### src/rtl/core/complex_number_alu_macros.svh
// Assertion macros for the complex number ALU.
// Used by files that include it by name; expects clk and arst_n in scope.
`ifndef COMPLEX_NUMBER_ALU_MACROS_SVH
`define COMPLEX_NUMBER_ALU_MACROS_SVH
`ifndef NO_ASSERTIONS
`define CNA_ASSERT(lbl, cond, msg) \
	lbl: assert property (@(posedge clk) disable iff (!arst_n) (cond)) else $error(msg);
`define CNA_IMPLY(lbl, ante, cons, msg) \
	lbl: assert property (@(posedge clk) disable iff (!arst_n) (ante) |-> (cons)) \
		else $error(msg);
`else
`define CNA_ASSERT(lbl, cond, msg)
`define CNA_IMPLY(lbl, ante, cons, msg)
`endif
`endif

### src/rtl/core/cna_pkg.sv
// Shared types, widths and helpers for the complex number ALU.
// No dependencies; imported by every module of the block.
package cna_pkg;

	localparam int DATA_WIDTH = 16;
	localparam int FRAC_BITS  = 8;

	localparam int PW   = 2 * DATA_WIDTH;
	localparam int SW   = PW + 1;
	localparam int MW   = PW;
	localparam int DENW = PW;
	localparam int QW   = DATA_WIDTH;
	localparam int NW   = MW + FRAC_BITS;
	localparam int CW   = (NW > DENW + QW) ? NW : DENW + QW;

	localparam int QDEPTH     = 8;
	localparam int QPTRW      = $clog2(QDEPTH);
	localparam int QLVLW      = $clog2(QDEPTH + 1);
	localparam int BUSY_LEVEL = QDEPTH - 4;

	typedef enum logic [1:0] {OP_ADD, OP_SUB, OP_MUL, OP_DIV} op_t;
	typedef enum logic [1:0] {CLS_PASS, CLS_SHIFT, CLS_DIV, CLS_ZERO} cls_t;
	typedef enum logic [1:0] {ST_OK, ST_SAT, ST_DZ} status_t;

	typedef struct packed {
		cls_t                  cls;
		logic signed [SW-1:0]  re;
		logic signed [SW-1:0]  im;
		logic [DENW-1:0]       den;
	} q_word_t;

	typedef struct packed {
		logic    valid;
		q_word_t word;
	} q_push_t;

	typedef struct packed {
		logic                         sat;
		logic signed [DATA_WIDTH-1:0] val;
	} sat_t;

	localparam logic [MW-1:0] LIM = MW'(1) << (DATA_WIDTH - 1);
	localparam logic signed [DATA_WIDTH-1:0] DMIN = {1'b1, {(DATA_WIDTH-1){1'b0}}};
	localparam logic signed [DATA_WIDTH-1:0] DMAX = {1'b0, {(DATA_WIDTH-1){1'b1}}};

	function automatic sat_t saturate(input logic neg, input logic [MW-1:0] mag,
			input logic big);
		sat_t r;
		logic [MW-1:0] n;
		n = ~mag + MW'(1);
		if (big) begin
			r.sat = 1'b1;
			r.val = neg ? DMIN : DMAX;
		end else if (neg) begin
			r.sat = (mag > LIM);
			r.val = r.sat ? DMIN : n[DATA_WIDTH-1:0];
		end else begin
			r.sat = (mag > LIM - MW'(1));
			r.val = r.sat ? DMAX : mag[DATA_WIDTH-1:0];
		end
		return r;
	endfunction

endpackage

### src/rtl/core/cna_queue.sv
// Short queue between front and back end of the complex number ALU.
// Depends on cna_pkg and complex_number_alu_macros.svh.
`include "complex_number_alu_macros.svh"
module cna_queue (
	input  logic                      clk,
	input  logic                      arst_n,
	input  cna_pkg::q_push_t          push,
	output logic                      pop,
	output cna_pkg::q_word_t          head,
	output logic [cna_pkg::QLVLW-1:0] level
);
	import cna_pkg::*;

	q_word_t          mem_q [QDEPTH];
	logic [QPTRW-1:0] wr_ptr_q, rd_ptr_q;
	logic [QLVLW-1:0] level_q;

	assign pop   = (level_q != '0);
	assign head  = mem_q[rd_ptr_q];
	assign level = level_q;

	always_ff @(posedge clk or negedge arst_n) begin
		if (!arst_n) begin
			wr_ptr_q <= '0;
			rd_ptr_q <= '0;
			level_q  <= '0;
		end else begin
			if (push.valid) wr_ptr_q <= wr_ptr_q + QPTRW'(1);
			if (pop) rd_ptr_q <= rd_ptr_q + QPTRW'(1);
			if (push.valid && !pop) level_q <= level_q + QLVLW'(1);
			else if (!push.valid && pop) level_q <= level_q - QLVLW'(1);
		end
	end

	always_ff @(posedge clk) begin
		if (push.valid) mem_q[wr_ptr_q] <= push.word;
	end

	`CNA_IMPLY(a_no_overflow, push.valid, level_q < QLVLW'(QDEPTH), "queue overflow")
	`CNA_IMPLY(a_empty_ptrs, level_q == '0, rd_ptr_q == wr_ptr_q, "empty queue, pointers differ")
	`CNA_ASSERT(a_level_range, level_q <= QLVLW'(QDEPTH), "queue level out of range")

endmodule

### config.mk
export PLATFORM = sky130hd
export DESIGN_NAME = cna_queue
export DESIGN_NICKNAME = d
export VERILOG_FILES = /design/src/rtl/core/cna_pkg.sv /design/src/rtl/core/cna_queue.sv
export VERILOG_INCLUDE_DIRS = /design/src /design/src/rtl/core
export SDC_FILE = /design/constraint.sdc
export NUM_CORES = 1
export LEC_CHECK = 0
export ABC_AREA = 0
export CELL_PAD_IN_SITES_DETAIL_PLACEMENT = 0
export CELL_PAD_IN_SITES_GLOBAL_PLACEMENT = 1
export CORE_UTILIZATION = 54
export DETAILED_ROUTE_END_ITERATION = 7
export DONT_BUFFER_PORTS = 1
export GPL_TIMING_DRIVEN = 0
export PLACE_DENSITY_LB_ADDON = 0.1
export SLEW_MARGIN = 20
export SYNTH_ARGS = -nofsm -noshare
export SYNTH_HDL_FRONTEND = slang
export SYNTH_SLANG_ARGS = --single-unit
### constraint.sdc
create_clock -name clk -period 18 [get_ports clk]
set_clock_uncertainty 0.05 [all_clocks]
set_input_delay 4.5 -clock clk [delete_from_list [all_inputs] [get_ports clk]]
set_output_delay 4.5 -clock clk [all_outputs]
set_load 0.05 [all_outputs]
; ---- After elaboration in Yosys (flattened, before gate mapping)
; Memories as Yosys holds them, arrays and structs flattened.
; Cells that the tools add are included.
[word_totals]
mem_count = 1
input_bits = 103
elab_cells = 18
ram_bits = 800
out_inout_bits = 105
latchBits = 0
mem_bits_ro = 0
ff_bits = 10
[memory_table]
columns = memory, depth, word_bits, read_ports, rd_ports_with_merged_regs, wr, line_no
row1 = mem_q, 8, 100, 1, 0, 1, cna_queue.sv:14  ; q_word_t mem_q [QDEPTH];
[op_classes]
eq_ne = 0
reduce_logical = 6
n_mux = 4
div = 0
shift = 0
n_addsub = 4
order_cmp = 0
multipliers = 0
bitwise_logic = 0
[op_table]
columns = op, count
row1 = two-way mux 4 bit, 2
row2 = adder 3 x 1 -> 3 bit (second input constant), 2
row3 = adder 4 x 1 -> 4 bit (second input constant), 1
row4 = nonzero test 4 bit, 1
row5 = subtractor 4 x 1 -> 4 bit (second input constant), 1
row6 = logical AND 1 bit, 2
row7 = zero test 1 bit, 2
row8 = two-way mux 1 bit, 2
row9 = nonzero test 2 bit, 1

; ---- Logic depth before layout (Yosys ltp)
; Gate-level depths: netlist of run 1.
[depth]
depth_word = 4
mapped_depth = 8
depth_no_buf = 7

; ---- Worst setup path before layout of run 1
; OpenSTA, ideal clock, no wires.
[synth_timing]
kind = input to register
start = input push[100] in the netlist's numbering
end = memory mem_q[0][0] in the netlist's numbering, enable pin
t_arrival_ps = 11358
n_path_buf = 0
setup_ps = 681
required_ps = 17269
path_slack_ps = 5911
stages = 2
path_cell_list = nand2b_1 -> nor3_1
[synth_via]
elab_chain_len = 2
[synth_rtl]
columns = item, line_no
row1 = from (decl), cna_queue.sv:7  ; input cna_pkg::q_push_t push,
row2 = two-way mux 1 bit, cna_queue.sv:36  ; if (push.valid) mem_q[wr_ptr_q] <= push.word;
row3 = two-way mux 1 bit (implied by the code), cna_queue.sv:36
row4 = to (decl), cna_queue.sv:14
; No other way between the ends.

==> reports/qor.yml, run 1 <==
cpLargestDelayFamily: "buffers and inverters"
synth_cell_types: 28
htree_levels: 3
grt_pass1_vias: 13700
coreArea_mm2: 0.0563
via_per_inst: 5.94
postSynthCellCount: 1220
cp-start-kind: "register"
hp-start: "wr_ptr_q[1]"
fmax_mhz: 131
grt_pass1_wl_um: 91600
cts.path.max_buffers: 3
die_h_um: 241
route.vias.total: 13000
cp_slowest_cell: "clkbuf_1"
start_util_pct: 54.6
syn2layout_area_growth_pct: 15.5
powerDensity_mw_per_mm2: 182
crit_type: "reg -> out"
cts_root_buffer: "clkbuf_16"
postCtsSetupBuffers: 0
insertion_delay_ps: 600
hold_ws_ps: 517
cap_violations: 0
rows: 87
fin_tns_setup_ps: 0
placedInstanceArea_mm2: 0.0330
fin_nets: 1485
antenna_found_initial: 0
grt_usage_pct: 22.4
dieArea_mm2: 0.0579
drtAntennaViolNets: 0
drv_slew: 0
critPathCaptureType: "primary output"
critPathRequiredTime_ps: 13450
post_cts_hold_buffer_count: 0
pre_cts_ws_ps: 10930
io_pins: 208
yosysWarningCount: 0
syn_nets: 1328
cts_tree: "built"
grt_max_degree: 20
avgSynthCellArea_um2: 25.2
worst_pin_slew_ps: 1050
wl_per_cell_um: 28.5
cts_resized: 0
timing.slew.headroom_pct: 29.9
drc: 0
leakage_nw: 11.3
path_buf_inv: 2
syn_area_mm2: 0.0307
critical_path.max_stage_delay_ps: 740
regArea_mm2: 0.0243
crit_path_cell_trace: "clkbuf_1, buf_2, mux4_2, mux2_2"
ff2ff_setup_slack_ps: 14850
clock_sinks: 810
utilization_pct: 63.1
grt_setup_unrepaired: "no"
clk_pin_slew_ps: 60
dp_hpwl_um: 39200
synth_seq_cells: 810
worstPathArrival_ps: 3060
fill_cells: 3797
chipWidth_um: 241
overflow: 0
min_period_ps: 7610
antenna_cells: 0
peakVddDrop_mv: 0.100
cts_made_buffers: 82
drtIter0Drc: 931
numPortBuffers: 0
setup_viol: 0
drt_first_pass_iters: 4
drive_above_1_share_pct: 36.7
multi_input_area_mm2: 0.00602
worstRegToRegCells: 8
r2r-end: "level[3]"
path_max_fanout: 10
drt-total-wl_um: 62500
setup_slack_ps: 10390
post-route-cell-area_mm2: 0.0355
gp_congestion: 0.702
min_to: "wr_ptr_q[1]"
worstReg2RegStart: "level[0]"
yosysSeqAreaShare_pct: 79.0
whs_path_depth: 1
min_path_type: "reg -> reg"
status: "complete, no violations"
fin_crit_sh_pct: 42.3
final-hold-violation-count: 0
how the worst max path moves through the flow:
stage                      startpoint      endpoint  cells after the start
after global placement      push[100]  mem_q[2][85]                      2
after floorplan             push[100]   mem_q[0][0]                      2
after global routing      rd_ptr_q[1]      head[48]                      4
final                     rd_ptr_q[1]      head[47]                      4
after detailed placement  rd_ptr_q[1]      head[47]                      4
after CTS                 rd_ptr_q[1]      head[47]                      4
metal layers:
metal / part of all wire, % / vias to the layer above / global-route usage (%)
li1: - / 5563 / -
met1: 42 / 7032 / 31.0
met2: 49 / 338 / 35.4
met3: 6.7 / 99 / 6.11
met4: 2.2 / 0 / 6.10
met5: 0 / - / 0
cells in the mapped netlist:
library cell | count | share of area (%)
a21oi_1 | 2 | 0.033
mux2_2 | 100 | 3.7
buf_6 | 11 | 0.40
mux2i_1 | 1 | 0.033
o211ai_1 | 2 | 0.049
buf_1 | 9 | 0.11
dfrtp_1 | 10 | 0.81
or3_1 | 1 | 0.020
buf_2 | 11 | 0.18
or4_1 | 1 | 0.024
nand3_1 | 2 | 0.033
nor3_1 | 3 | 0.049
xnor2_1 | 5 | 0.14
clkbuf_1 | 16 | 0.20
mux4_2 | 200 | 15
o21ai_0 | 2 | 0.033
nor2_1 | 7 | 0.085
ha_1 | 5 | 0.20
nor4_2 | 1 | 0.041
nand2b_1 | 3 | 0.061
buf_12 | 11 | 0.72
inv_1 | 2 | 0.024
nand3b_1 | 1 | 0.024
xor2_1 | 2 | 0.057
a2111o_1 | 1 | 0.037
nand2_1 | 10 | 0.12
mux2_4 | 1 | 0.049
edfxtp_1 | 800 | 78
cells by family (layout without fill, tap and decap cells):
logic type,after synthesis,in the layout,share of synthesized area [%]
compound gates,7,7,0.151
xor+xnor,7,7,0.199
fa+ha+maj,5,5,0.204
buf+inv,60,277,1.63
flops,810,810,79.0
mux,302,302,18.4
simple gates,29,29,0.460
through the flow:
step | power, mW | std cells
2_1_floorplan | 4.39 | 1220
3_3_place_gp | 4.90 | 1976
3_5_place_dp | 4.95 | 2049
4_1_cts | 6.54 | 2193
5_1_grt | 6.70 | 2193
6_report | 6.45 | 2193
layout make-up:
| class | instances | share of cell area, % |
|---|---|---|
| plain buffers | 58 | 1.39 |
| clock buffers | 114 | 6.44 |
| clock inverters | 30 | 0.631 |
| inverters | 2 | 0.0211 |
| multi-input cells | 350 | 17.0 |
| flip-flops and latches | 810 | 68.4 |
| well taps | 756 | 2.66 |
| repair buffers | 73 | 3.54 |
state kept, by name, summed over array words and instances, names as in the netlist:
signal,cells
mem_q,800
rd_ptr_q,3
level,4
wr_ptr_q,3
placed cells by master, fill, tap and decap left out, types with 2 or more instances in the layout:
master     synthesis  routed
edfxtp_1         800     800
mux4_2           200     200
mux2_2           100     100
clkbuf_16          0      85
clkbuf_1          16      40
buf_6             11      27
buf_12            11      25
buf_16             0      23
buf_4              0      18
clkinv_2           0      15
buf_2             11      11
nand2_1           10      10
dfrtp_1           10      10
buf_1              9       9
clkinv_1           0       9
nor2_4             0       6
xnor2_1            5       5
ha_1               5       5
clkbuf_8           0       5
nand2b_1           3       3
bufinv_16          0       3
inv_1              2       2
nor3_2             0       2
xor2_1             2       2
o21ai_0            2       2
a21oi_1            2       2
o211ai_1           2       2
nand3_1            2       2
inv_6              0       2
buf_8              0       2
power breakdown:
group	internal [mW]	switching (mW)
sequential	2.36	0.0756
clock	0.927	0.667
combinational	0.856	1.57
total	4.15	2.31
(Power assumes the default switching activity.)
==> run 2, diff against run 1 <==
clock period = 7.4 ns   (was 18 ns; I/O delays follow)
==> run 2 against run 1 <==
Compared with the run above: cell count shrank 0.55%; worst setup slack lost 8000 ps; design area grew 0.33%; largest power group unchanged; critical path type unchanged; die area is the same; critical path depth is the same; first-iteration DRC count shrank 5.9%.
==> reports/qor.yml, run 2 (synthesis results as in run 1) <==
status: "complete, no violations"
drt-total-wl_um: 62100
leakage_nw: 11.2
start_util_pct: 54.6
clock_power_share_pct: 25.0
fin_cells: 2181
dp.cells: 2035
peakVddDrop_mv: 0.236
grt_pass1_wl_um: 90400
drive_above_1_share_pct: 35.9
drt_first_pass_iters: 5
min_period_ps: 5010
drc: 0
insertion_delay_ps: 600
fill_cells: 3786
critPathCaptureType: "primary output"
grt_max_degree: 22
route.vias.total: 13000
chipWidth_um: 241
p_sw_mw: 5.63
utilization_pct: 63.3
cts.path.max_buffers: 3
cts_made_buffers: 81
rows: 87
drv_slew: 0
post_cts_hold_buffer_count: 0
dieArea_mm2: 0.0579
grt_pass1_vias: 13900
cts_root_buffer: "clkbuf_16"
timing.slew.headroom_pct: 30.8
numPortBuffers: 0
antenna_cells: 0
clock_sinks: 810
cp-startpoint: "rd_ptr_q[1]"
grt_setup_unrepaired: "no"
gp_congestion: 0.698
p_int_mw: 10.1
drtAntennaViolNets: 0
cap_violations: 0
crit_type: "reg -> out"
largest_reg_flops: 800
post-route-cell-area_mm2: 0.0356
p_seq_share_pct: 37.6
final_common_cell: "edfxtp_1"
placedInstanceArea_mm2: 0.0331
worstPathArrival_ps: 3110
p_sw_share_pct: 35.7
worst_pin_slew_ps: 1040
fmax_mhz: 200
io_pins: 208
fin_nets: 1470
hold_ws_ps: 548
syn2layout_area_growth_pct: 15.9
cp-start-kind: "register"
largest-register: "mem_q"
hp-start: "wr_ptr_q[1]"
fin_crit_sh_pct: 67.7
setup_viol: 0
coreArea_mm2: 0.0563
grt_usage_pct: 22.1
via_per_inst: 5.94
cts_resized: 0
power_mw: 15.8
ff2ff_setup_slack_ps: 4300
overflow: 0
layout_common_cells: "800 x edfxtp_1, 200 x mux4_2, 100 x mux2_2"
final-hold-violation-count: 0
clk_pin_slew_ps: 60
fin_tns_setup_ps: 0
pwr-share-comb_pct: 37.4
powerDensity_mw_per_mm2: 443
wl_per_cell_um: 28.5
die_h_um: 241
worstReg2RegStart: "level[0]"
drtIter0Drc: 876
critPathRequiredTime_ps: 5500
setup_slack_ps: 2390
cts_tree: "built"
path_max_fanout: 10
postCtsSetupBuffers: 0
antenna_found_initial: 0
dp_hpwl_um: 38800
pre_cts_ws_ps: 2960
htree_levels: 3
min_path_type: "reg -> reg"
==> run 2: critical path, stage by stage (launching register included) <==
cell	delay, ps
dfrtp_1	440
clkbuf_1	800
buf_2	470
mux4_2	350
mux2_2	440
==> run 2: cell type report <==
type	count	area (µm²)	area share [%]
clock buffer	110	2230	6.26
inverter	2	7.51	0.0211
tap	756	946	2.66
timing repair buffer	59	1320	3.70
sequential	810	24300	68.1
clock inverter	36	324	0.910
buffer	58	494	1.39
multi-input combinational	350	6030	16.9
==> run 2: worst paths after layout <==
| path | endpoint | depth (start not counted) |
|---|---|---|
| worst max register to register | level[3] | 8 |
| worst min-delay path | wr_ptr_q[1] | 1 |
| max in group asynchronous | wr_ptr_q[2] | 0 |
| min in group asynchronous | level[1] | 0 |
| worst max-delay path | head[21] | 4 |
| worst min register to register | wr_ptr_q[1] | 1 |
==> run 2: metal layers <==
| layer | GRT usage [%] | vias to the layer above | share of wire (%) |
|---|---|---|---|
| met5 | 0 | - | 0 |
| met4 | 6.99 | 0 | 2.2 |
| met3 | 6.16 | 90 | 7.1 |
| met2 | 36.4 | 329 | 51 |
| met1 | 28.8 | 6986 | 40 |
| li1 | - | 5552 | - |
==> run 2: power by group through the flow <==
stage	combinational, mW	clock, mW	sequential (mW)
after CTS	6.03	4.02	5.94
after global routing	6.17	4.19	5.99
after floorplan	4.58	0	6.08
after detailed placement	6.01	0	6.04
final	5.89	3.94	5.93
after global placement	5.62	0	6.23
